[config.mk]
export PLATFORM = sky130hd
export DESIGN_NAME = tlb_lookup_with_lru_fifo_replacement_top
export DESIGN_NICKNAME = d
export VERILOG_FILES = /design/src/rtl/tlb_pkg.sv /design/src/rtl/tlb_lookup_with_lru_fifo_replacement_top.sv /design/src/rtl/tlb_ram.sv
export SDC_FILE = /design/constraint.sdc
export NUM_CORES = 1
export LEC_CHECK = 0
export ABC_AREA = 1
export BUFFER_PORTS_ARGS = -buffer_cell sky130_fd_sc_hd__buf_2
export CORE_MARGIN = 8
export CORE_UTILIZATION = 30
export CTS_CLUSTER_DIAMETER = 30
export DETAILED_ROUTE_END_ITERATION = 8
export MAX_ROUTING_LAYER = met4
export PLACE_DENSITY = 0.56
export SYNTH_ARGS = -nofsm -noshare
export SYNTH_HDL_FRONTEND = slang
export SYNTH_SLANG_ARGS = --single-unit
[constraint.sdc]
create_clock -name clk -period 4.5 [get_ports clk]
set_input_delay 0.45 -clock clk [delete_from_list [all_inputs] [get_ports clk]]
set_output_delay 0.45 -clock clk [all_outputs]
set_load 0.02 [all_outputs]
[src/rtl/tlb_pkg.sv]
// Shared types and constants for the translation buffer.
// Used by the top level. No dependencies.
package tlb_pkg;

	localparam int unsigned PAGE_W = 20;
	localparam int unsigned CNT_W  = 16;
	localparam int unsigned SLOT_W = 4;
	localparam int unsigned OP_W   = 2;

	localparam logic [CNT_W-1:0] CNT_MAX = '1;

	typedef enum logic [OP_W-1:0] {
		OP_ACCESS = 2'd0,
		OP_PROBE  = 2'd1,
		OP_FLUSH  = 2'd2
	} tlb_op_t;

	// One stored entry, page in the low bits.
	typedef struct packed {
		logic [CNT_W-1:0]  cnt;
		logic [PAGE_W-1:0] frame;
		logic [PAGE_W-1:0] page;
	} xlat_line_t;

	localparam int unsigned ENTRY_W = $bits(xlat_line_t);

endpackage

[src/rtl/tlb_lookup_with_lru_fifo_replacement_top.sv]
// Fully associative translation buffer with LRU or FIFO replacement.
// Depends on tlb_pkg and tlb_ram.
//
// Usage:
//   Input words come in on s_tvalid/s_tready/s_tdata/s_tuser. tuser is the
//   operation (access, probe, flush); tdata carries page and frame.
//   Each word gives exactly one result word on m_tvalid/m_tready.
//   The replacement policy is written through cfg_valid/cfg_data; the user
//   must write it only while the block is idle, which the block itself does
//   not enforce. cfg_ready is always high. An access or probe walks the
//   filled entries once through the entry RAM: one read per cycle, each read
//   compared from its registered read data and, for an access, its counter written back in
//   the same cycle. The next word is taken the cycle after the result is
//   loaded. Flush and the unused code skip the walk; the walk itself is
//   sequential over the single entry RAM.
//   At reset the buffer is empty, the policy is LRU and no result is held.
//   If the receiver stalls, the result stays in the output register and
//   the block still accepts and works the next word, then waits to deliver.
module tlb_lookup_with_lru_fifo_replacement_top #(
	parameter int unsigned ENTRIES = 16
) (
	input  logic        clk,
	input  logic        arst_n,
	// config channel
	input  logic        cfg_valid,
	output logic        cfg_ready,
	input  logic        cfg_data,    // replace_policy
	// input stream
	input  logic        s_tvalid,
	output logic        s_tready,
	input  logic [39:0] s_tdata,     // [19:0] page_number, [39:20] frame_number
	input  logic [1:0]  s_tuser,     // operation
	// result stream
	output logic        m_tvalid,
	input  logic        m_tready,
	output logic [31:0] m_tdata,     // [19:0] frame_out, [23:20] slot, [24] evicted
	output logic        m_tuser      // hit
);

	localparam int unsigned IW = (ENTRIES > 1) ? $clog2(ENTRIES) : 1;
	localparam int unsigned FW = $clog2(ENTRIES + 1);
	localparam logic [FW-1:0] FULL = FW'(ENTRIES);

	typedef enum logic [1:0] {
		ST_IDLE,
		ST_SCAN,
		ST_DONE
	} state_t;

	state_t state_q;

	logic                           policy_q;
	logic [FW-1:0]                  fill_q;
	logic [tlb_pkg::OP_W-1:0]       op_q;
	logic [tlb_pkg::PAGE_W-1:0]     page_q;
	logic [tlb_pkg::PAGE_W-1:0]     frame_q;

	// walker
	logic [FW-1:0]                  rd_idx_q;
	logic                           proc_vld_q;
	logic [IW-1:0]                  proc_idx_q;
	logic                           hit_q;
	logic [IW-1:0]                  hit_slot_q;
	logic [tlb_pkg::PAGE_W-1:0]     hit_frame_q;
	logic [tlb_pkg::CNT_W-1:0]      best_q;
	logic [IW-1:0]                  best_idx_q;

	// output register
	logic                           out_vld_q;
	logic                           out_hit_q;
	logic [tlb_pkg::PAGE_W-1:0]     out_frame_q;
	logic [tlb_pkg::SLOT_W-1:0]     out_slot_q;
	logic                           out_ev_q;

	// RAM
	logic                           ram_we;
	logic [IW-1:0]                  ram_waddr;
	tlb_pkg::xlat_line_t            ram_wentry;
	logic [tlb_pkg::ENTRY_W-1:0]    ram_rdata;
	tlb_pkg::xlat_line_t            rd_entry;

	logic                           rd_more;
	logic                           match;
	logic                           first_hit;
	logic [tlb_pkg::CNT_W-1:0]      raised;
	logic [tlb_pkg::CNT_W-1:0]      new_cnt;
	logic                           out_free;
	logic                           load_out;
	logic                           is_access;
	logic                           need_install;
	logic [IW-1:0]                  victim;

	logic                           res_hit;
	logic [tlb_pkg::PAGE_W-1:0]     res_frame;
	logic [IW-1:0]                  res_idx;
	logic                           res_ev;

	assign cfg_ready = 1'b1;
	assign s_tready  = (state_q == ST_IDLE);
	assign m_tvalid  = out_vld_q;
	assign m_tuser   = out_hit_q;
	assign m_tdata   = {7'd0, out_ev_q, out_slot_q, out_frame_q};

	assign is_access = (op_q == tlb_pkg::OP_ACCESS);
	assign rd_more   = (state_q == ST_SCAN) && (rd_idx_q < fill_q);
	assign out_free  = !out_vld_q || m_tready;
	assign load_out  = (state_q == ST_DONE) && out_free;

	assign rd_entry  = tlb_pkg::xlat_line_t'(ram_rdata);
	assign match     = (rd_entry.page == page_q);
	assign first_hit = proc_vld_q && match && !hit_q;
	assign raised    = (rd_entry.cnt == tlb_pkg::CNT_MAX) ? rd_entry.cnt
	                                                       : rd_entry.cnt + 1'b1;
	// LRU clears the counter of the entry that hit; everything else ages
	assign new_cnt   = (!policy_q && first_hit) ? '0 : raised;

	assign need_install = load_out && is_access && !hit_q;
	assign victim       = (fill_q < FULL) ? fill_q[IW-1:0] : best_idx_q;

	always_comb begin
		ram_we     = 1'b0;
		ram_waddr  = proc_idx_q;
		ram_wentry = '{cnt: new_cnt, frame: rd_entry.frame, page: rd_entry.page};
		if (state_q == ST_SCAN && proc_vld_q && is_access) begin
			ram_we = 1'b1;
		end else if (need_install) begin
			ram_we     = 1'b1;
			ram_waddr  = victim;
			ram_wentry = '{cnt: '0, frame: frame_q, page: page_q};
		end
	end

	always_comb begin
		res_hit   = 1'b0;
		res_frame = '0;
		res_idx   = '0;
		res_ev    = 1'b0;
		case (op_q)
			tlb_pkg::OP_ACCESS: begin
				if (hit_q) begin
					res_hit   = 1'b1;
					res_frame = hit_frame_q;
					res_idx   = hit_slot_q;
				end else begin
					res_frame = frame_q;
					res_idx   = victim;
					res_ev    = (fill_q >= FULL);
				end
			end
			tlb_pkg::OP_PROBE: begin
				if (hit_q) begin
					res_hit   = 1'b1;
					res_frame = hit_frame_q;
					res_idx   = hit_slot_q;
				end
			end
			default: begin
			end
		endcase
	end

	tlb_ram #(
		.WIDTH (tlb_pkg::ENTRY_W),
		.DEPTH (ENTRIES)
	) u_ram (
		.clk   (clk),
		.we    (ram_we),
		.waddr (ram_waddr),
		.wdata (ram_wentry),
		.raddr (rd_idx_q[IW-1:0]),
		.rdata (ram_rdata)
	);

	always_ff @(posedge clk or negedge arst_n) begin
		if (!arst_n) begin
			state_q    <= ST_IDLE;
			policy_q   <= 1'b0;
			fill_q     <= '0;
			out_vld_q  <= 1'b0;
			proc_vld_q <= 1'b0;
			hit_q      <= 1'b0;
			rd_idx_q   <= '0;
			op_q       <= '0;
		end else begin
			if (cfg_valid) begin
				policy_q <= cfg_data;
			end
			if (load_out) begin
				out_vld_q <= 1'b1;
			end else if (m_tready) begin
				out_vld_q <= 1'b0;
			end
			case (state_q)
				ST_IDLE: begin
					if (s_tvalid) begin
						op_q       <= s_tuser;
						page_q     <= s_tdata[19:0];
						frame_q    <= s_tdata[39:20];
						hit_q      <= 1'b0;
						best_q     <= '0;
						best_idx_q <= '0;
						rd_idx_q   <= '0;
						proc_vld_q <= 1'b0;
						if (s_tuser == tlb_pkg::OP_ACCESS || s_tuser == tlb_pkg::OP_PROBE) begin
							state_q <= ST_SCAN;
						end else begin
							state_q <= ST_DONE;
						end
					end
				end
				ST_SCAN: begin
					proc_vld_q <= rd_more;
					proc_idx_q <= rd_idx_q[IW-1:0];
					if (rd_more) begin
						rd_idx_q <= rd_idx_q + 1'b1;
					end
					if (first_hit) begin
						hit_q       <= 1'b1;
						hit_slot_q  <= proc_idx_q;
						hit_frame_q <= rd_entry.frame;
					end
					// victim search skips the hit entry; strict > keeps lowest index
					if (proc_vld_q && !first_hit && raised > best_q) begin
						best_q     <= raised;
						best_idx_q <= proc_idx_q;
					end
					if (!rd_more && !proc_vld_q) begin
						state_q <= ST_DONE;
					end
				end
				ST_DONE: begin
					if (out_free) begin
						out_hit_q   <= res_hit;
						out_frame_q <= res_frame;
						out_slot_q  <= tlb_pkg::SLOT_W'(res_idx);
						out_ev_q    <= res_ev;
						if (op_q == tlb_pkg::OP_FLUSH) begin
							fill_q <= '0;
						end else if (need_install && fill_q < FULL) begin
							fill_q <= fill_q + 1'b1;
						end
						state_q <= ST_IDLE;
					end
				end
				default: begin
					state_q <= ST_IDLE;
				end
			endcase
		end
	end

	// fill count never runs past the buffer size
	a_fill_bound: assert property (@(posedge clk) disable iff (!arst_n)
		fill_q <= FULL)
		else $error("fill count exceeds entries");

	// write-back during the walk never lands on the address being read
	a_no_rw_clash: assert property (@(posedge clk) disable iff (!arst_n)
		(ram_we && rd_more) |-> (ram_waddr != rd_idx_q[IW-1:0]))
		else $error("RAM write collides with walker read");

	// an eviction only happens on a miss
	a_evict_miss: assert property (@(posedge clk) disable iff (!arst_n)
		m_tvalid |-> !(m_tuser && m_tdata[24]))
		else $error("eviction reported on a hit");

	// installs only come from an access that missed the walk
	a_install_src: assert property (@(posedge clk) disable iff (!arst_n)
		need_install |-> (is_access && !hit_q && !proc_vld_q))
		else $error("install outside an access miss");

endmodule

[src/rtl/tlb_ram.sv]
// Generic two-port RAM: one write port, one read port, registered read data.
// No dependencies.
module tlb_ram #(
	parameter int unsigned WIDTH = 56,
	parameter int unsigned DEPTH = 16
) (
	input  logic                     clk,
	input  logic                     we,
	input  logic [$clog2(DEPTH)-1:0] waddr,
	input  logic [WIDTH-1:0]         wdata,
	input  logic [$clog2(DEPTH)-1:0] raddr,
	output logic [WIDTH-1:0]         rdata
);

	logic [WIDTH-1:0] mem [DEPTH];

	always_ff @(posedge clk) begin
		if (we) begin
			mem[waddr] <= wdata;
		end
		rdata <= mem[raddr];
	end

endmodule
**Word level (Yosys, flattened, before mapping)**

Memories as Yosys holds them, arrays and structs flattened. A register that Yosys moved wholly into a read port is not among the register bits.
Index checks and enable logic that the tools add are counted.
W data, S select, Z words.

- Bits in registers: 132
- Bits in writable memories: 896
- Bits of input ports: 48
- Output and inout port bits: 36
- Word-level logic and storage cells: 121
- Memories: 1

- $add $sub $neg: 3
- Order comparisons: 4
- Eq/ne operators: 13
- Mux-type cells: 40
- Bitwise logic cells: 1
- Reductions and logical operators: 40

Memories:

| memory | words | width | rd ports | clocked after memory_dff | wr ports | line | text |
|---|---|---|---|---|---|---|---|
| u_ram.mem | 16 | 56 | 1 | 1 | 1 | tlb_ram.sv:15 | `logic [WIDTH-1:0] mem [DEPTH];` |

Operator list:

| cell | number |
|---|---|
| $mux W56 | 2 |
| $mux W16 | 4 |
| $mux W20 | 2 |
| $pmux W20 S2 | 1 |
| $pmux W16 S2 | 1 |
| $mux W4 | 7 |
| $reduce_and A3 Y1 | 7 |
| $eq A20 B20 Y1 | 1 |
| $mux W5 | 4 |
| $add A16 B1 Y16 const B | 1 |
| $eq A16 B16 Y1 const B | 1 |
| $gt A16 B16 Y1 | 1 |
| $pmux W4 S2 | 2 |
| $logic_and A1 B1 Y1 | 13 |
| $add A5 B1 Y5 const B | 2 |
| $pmux W5 S2 | 1 |
| $mux W1 | 9 |
| $mux W2 | 4 |
| $ne A2 B2 Y1 const B | 4 |
| $eq A2 B1 Y1 const B | 3 |
| $logic_not A1 Y1 | 6 |
| $logic_not A2 Y1 | 3 |
| $pmux W2 S3 | 1 |
| $reduce_and A2 Y1 | 3 |
| 11 further kinds | 18 |

**Longest topological paths before layout**

- Word-level depth: 9
- Gate-level depth with buffers: 21
- Gate-level depth less buffers: 20

**Cells and area by module**

From an unflattened synthesis, not the netlist that was laid out.

- Cell total of the unflattened synthesis: 4,444
- Area total of the unflattened synthesis: 46,573.4 um2

Modules (own cells, without submodules):

| module | instances | cells an instance | area an instance (um2) | seq. area each (um2) |
|---|---|---|---|---|
| tlb_ram | 1 | 3,688 | 39,679.3 | 28,026.9 |
| tlb_lookup_with_lru_fifo_replacement_top | 1 | 756 | 6,894.1 | 3,873.7 |

**Worst setup path before layout**

Ideal clock, no wire load.

- Kind: reg-to-reg
- From: register out_vld_q (netlist: m_tvalid)
- To: memory u_ram.mem[0][0] (enable)
- Setup time: 0.470 ns
- Arrival time: 3.659 ns
- Data required time: 4.030 ns
- Slack: 0.371 ns
- Stages on the path, launching flop included: 10
- Buffers on the path: 1
- Period minus slack after synthesis: 4.129 ns
- Cells stage by stage: dfrtp_1 > inv_1 > nor2_1 > nor2_1 > nand2_2 > buf_6 > nand2_1 > o21ai_1 > nand2_1 > nor2_1

- Longest elaborated chain between the ends: 9
- Elaborated cells on any way between the ends: 11
- Those cells by class: mux: 6; reduce/logical: 5

RTL lines:

| element | line | text |
|---|---|---|
| start, declared | tlb_lookup_with_lru_fifo_replacement_top.sv:69 | `logic out_vld_q;` |
| start signal, assigned | tlb_lookup_with_lru_fifo_replacement_top.sv:179 | `out_vld_q <= 1'b0;` |
| start signal, assigned | tlb_lookup_with_lru_fifo_replacement_top.sv:189 | `out_vld_q <= 1'b1;` |
| start signal, assigned | tlb_lookup_with_lru_fifo_replacement_top.sv:191 | `out_vld_q <= 1'b0;` |
| $logic_not A1 Y1 (*) | tlb_lookup_with_lru_fifo_replacement_top.sv:106 | `assign out_free = !out_vld_q \|\| m_tready;` |
| $logic_or A1 B1 Y1 (*) | tlb_lookup_with_lru_fifo_replacement_top.sv:106 |  |
| $logic_and A1 B1 Y1 (*) | tlb_lookup_with_lru_fifo_replacement_top.sv:107 | `assign load_out = (state_q == ST_DONE) && out_free;` |
| $logic_and A1 B1 Y1 (*) (2 in a row) | tlb_lookup_with_lru_fifo_replacement_top.sv:117 | `assign need_install = load_out && is_access && !hit_q;` |
| $mux W1 | tlb_lookup_with_lru_fifo_replacement_top.sv:126 | `end else if (need_install) begin` |
| $mux W1 | tlb_lookup_with_lru_fifo_replacement_top.sv:124 | `if (state_q == ST_SCAN && proc_vld_q && is_access) begin` |
| $mux W1 | tlb_ram.sv:18 | `if (we) begin` |
| $mux W1 (not written as such) | tlb_ram.sv:19 | `mem[waddr] <= wdata;` |
| end, declared | tlb_ram.sv:15 |  |

Mark *: on every way between the ends. The rest lies on a longest branch, timed or not.

**Worst setup path after layout**

- From: register u_ram.rdata[40], read port of u_ram.mem
- To: register best_q[6] (netlist name) (enable)

- Longest elaborated chain between the ends: 6
- Elaborated cells on any way between the ends: 7
- Those cells by class: add/sub: 1; order compare: 1; eq/ne: 2; mux: 1; reduce/logical: 2

RTL lines:

| element | line | text |
|---|---|---|
| start, declared | tlb_ram.sv:12 | `output logic [WIDTH-1:0] rdata` |
| $add A16 B1 Y16 or $eq A16 B16 Y1 (tied branches) | tlb_lookup_with_lru_fifo_replacement_top.sv:113, tlb_lookup_with_lru_fifo_replacement_top.sv:112 |  |
| $mux W16 (*) | tlb_lookup_with_lru_fifo_replacement_top.sv:112 | `assign raised = (rd_entry.cnt == tlb_pkg::CNT_MAX) ? rd_entry.cnt` |
| via raised (one bit) | tlb_lookup_with_lru_fifo_replacement_top.sv:85 | `logic [tlb_pkg::CNT_W-1:0] raised;` |
| $gt A16 B16 Y1 (*) | tlb_lookup_with_lru_fifo_replacement_top.sv:223 | `if (proc_vld_q && !first_hit && raised > best_q) begin` |
| $logic_and A1 B1 Y1 (*) | tlb_lookup_with_lru_fifo_replacement_top.sv:223 |  |
| $ne A2 B1 Y1 (no source line) (*) | -- |  |
| $reduce_and A4 Y1 (no source line) (*) | -- |  |
| end signal, assigned | tlb_lookup_with_lru_fifo_replacement_top.sv:224 | `best_q <= raised;` |
| end, declared | tlb_lookup_with_lru_fifo_replacement_top.sv:65 | `logic [tlb_pkg::CNT_W-1:0] best_q;` |

The timed path passes the listed nets; every way through them passes the cells marked *.
A chain may end at the register's enable or synchronous reset.

==> summary.md <==
| Metric | Value |
|---|---|
| Outcome | `finished, final reports clean` |
| Area delta synth->final | `24.5%` |
| Worst-path clk slew | `0.05 ns` |
| Avg Cell Area, Syn | `12.7 um^2` |
| Vias in the first global route | `26324` |
| HPWL after DPL | `58400 um` |
| Crit. End Element | `register` |
| FP Rows | `138` |
| CP Launch Type | `register` |
| I/O pin count | `84` |
| Clock sink count | `approximately 1100` |
| Largest net degree at the start of global routing | `200` |
| Sequential area share after synthesis | `74.6%` |
| Remaining routing DRC violations | `0` |
| Drt pass-1 iters | `5` |
| Top cells by count, synth | `edfxtp_1, nor2_1, o21ai_0, nand2_1, inv_1` |
| Total power | `33.9 mW` |
| Period utilization | `76.9%` |
| Vias | `27375` |
| YS warnings | `0` |
| Slew HR | `21.2%` |
| CTS tree | `yes` |
| Initial DRC count | `2499` |
| GR Util All Layers | `between 10% and 20%` |
| Most frequent cell after synthesis | `edfxtp_1` |
| Initial antenna violation count | `4` |
| RSZ-0062 raised after global routing | `false` |
| Worst Hold Class | `in2async` |
| Fraction of registers with async set or reset after synthesis | `1.66%` |
| Post-layout net count | `3667` |
| Dominant cell type by area after synthesis | `edfxtp_1` |
| Root buffer cell | `clkbuf_16` |
| PD cells | `636 mW/mm^2` |
| Share of layout cells above drive strength 1 | `between 10 and 15%` |
| Die W | `394 um` |
| Num CTS Buffers | `200` |
| Max_cap viols | `0` |
| Leak | `18.3 nW` |
| Final setup viols | `0` |
| Crit path time final | `3.46 ns` |
| DR vias/cell | `4.84` |
| Hold Violations, Final | `0` |
| Peak fanout along the critical path | `16` |
| Synth area leaders | `edfxtp_1, nor2_1, o21ai_0` |
| Slew Limit Fails | `0` |
| Initial Utilization | `30.2%` |
| Global placement routability congestion | `0.835` |
| Top_reg_cell synth | `edfxtp_1` |
| Post-Syn Area | `between 0.04 and 0.05 mm^2` |
| Overall die height | `between 300 and 400 um` |
| ANT nets after route | `0` |
| Clock Path Buffers | `3` |
| Worst Skew | `0.0676 ns` |
| TNS Setup | `0 ns` |
| Post-CTS Resized | `0` |
| Fmax achieved | `between 0.2 and 0.3 GHz` |
| WL/cell | `about 20 um` |
| Diode count | `0` |
| Cell variety after synth | `39` |
| First-pass GRT wire length | `170000 um` |
| Cells after Synth | `3370` |
| Post-synth top area share | `70.9%` |
| Fillers | `13385` |
| Worst vdd ir | `0.476 mV` |
| Post-synth EDFFs | `~1000` |
| Core area | `0.142 mm^2` |
| Die area | `0.155 mm^2` |
| Slew at the pin closest to its max-slew limit | `1.18 ns` |
| CP arrival | `3.89 ns` |
| PortBufs | `75` |
| WL final | `115000 um` |
| GR Overflow Total | `0` |
| CP Class | `reg2reg` |
| H-tree levels | `4` |
| Worst hold margin | `slightly above 0.2 ns` |
| #FFs+latches synth | `1084` |
| WP data required | `just under 5 ns` |
| Clock Latency Late Sink | `between 0.8 and 0.9 ns` |
[power breakdown]
group	switching [mW]	internal, mW
clock network	5.20	9.95
registers	0.327	13.2
logic	3.88	1.35
total	9.41	24.4
[area by class of cell]
| class | count | area [um^2] | share of cell area [%] |
|---|---|---|---|
| Sequential cell | 1084 | 31900 | 60.0 |
| Tap cell | 1890 | 2360 | 4.44 |
| Clock buffer | 253 | 5380 | 10.1 |
| Clock inverter | 124 | 1610 | 3.02 |
| Inverter | 144 | 556 | 1.04 |
| Multi-Input combinational cell | 1942 | 9550 | 17.9 |
| Timing Repair Buffer | 223 | 1860 | 3.50 |
[flip-flops by register name, summed over array words and instances (netlist names), 2 cells and up]
name and cells:
best_idx_q 4, best_q 16, fill_q 5, frame_q 20, hit_frame_q 20, hit_slot_q 4
op_q 2, out_frame_q 20, out_slot_q 4, page_q 20, proc_idx_q 4, rd_idx_q 5
state_q 2, u_ram.mem 896, u_ram.rdata 56
[critical path: stages, from the launching register on]
cell and delay [ns]:
dfxtp_1 0.36, ha_1 0.17, nand2_1 0.09, inv_1 0.08, nand3_1 0.14, nor2_2 0.49
nand2_1 0.08, o21ai_0 0.18, inv_1 0.10, ha_1 0.31, nand2_1 0.05, nand2_1 0.05
nand2_1 0.04, nand2_1 0.05, nand2_1 0.04, nand2_1 0.06, nand2_1 0.04, nand2_1 0.05
nand3_1 0.10, a21oi_2 0.30, buf_4 0.31
[path summary, 6_finish.rpt]
path,start,end,slack (ns),depth (start not counted)
max,u_ram.rdata[40],best_q[6],1.04,20
max in group asynchronous,arst_n,rd_idx_q[0],3.85,2
min in group clk,s_tvalid,op_q[0],0.21,5
min,arst_n,fill_q[0],0.21,2
max reg2reg,u_ram.rdata[40],best_q[6],1.04,20
min reg2reg,u_ram.rdata[34],hit_frame_q[14],0.43,0
[cells by family after synthesis]
group | synth area share (%)
fa+ha+maj | 0.702
flops | 74.6
xor+xnor | 0.225
buf+inv | 3.52
compound gates | 9.87
simple gates | 11.0
mux | 0.0527
other cells | 0.0176
[per-stage QoR]
stage | util, % | setup slack, ns | instance area (um^2) | instances
detailed placement | 32.3 | 1.05 | 45800 | 5237
CTS | 37.6 | 1.03 | 53200 | 5660
global placement | 32.3 | 1.04 | 45800 | 5237
floorplan | - | 0.371 | 42800 | 3376
global route | 37.6 | 0.740 | 53200 | 5660
finish | 37.6 | 1.04 | 53200 | 5660
[cell usage in the layout, fill, tap and decap left out, drive strengths merged, types with 21 or more instances in the layout]
cell / synthesis / final
o21ai: 443 / 443
o211ai: 113 / 113
clkbuf: 107 / 253
ha: 24 / 24
nand3: 106 / 106
clkinv: 1 / 64
buf: 99 / 177
edfxtp: 1010 / 1010
dfxtp: 56 / 56
dlygate4sd3: 0 / 46
nor2: 775 / 775
nand2: 302 / 302
bufinv: 0 / 25
o32ai: 112 / 112
inv: 143 / 158
clkinvlp: 0 / 21
[metal layers]
metal | track usage, % | share of wire, % | wire length (um)
met5 | - | 0 | 0
met4 | 4.29 | 1.8 | 2080
met3 | 2.51 | 6.0 | 6860
met2 | 21.8 | 45 | 51900
met1 | 20.6 | 47 | 53900
[timing repair]
| action | 4_1_cts | 5_1_grt |
|---|---|---|
| buffers inserted | 0 | 0 |
| endpoints found under the hold margin | 64 | 0 |
| hold buffers | 46 | 0 |
(Power assumes the default switching activity.)
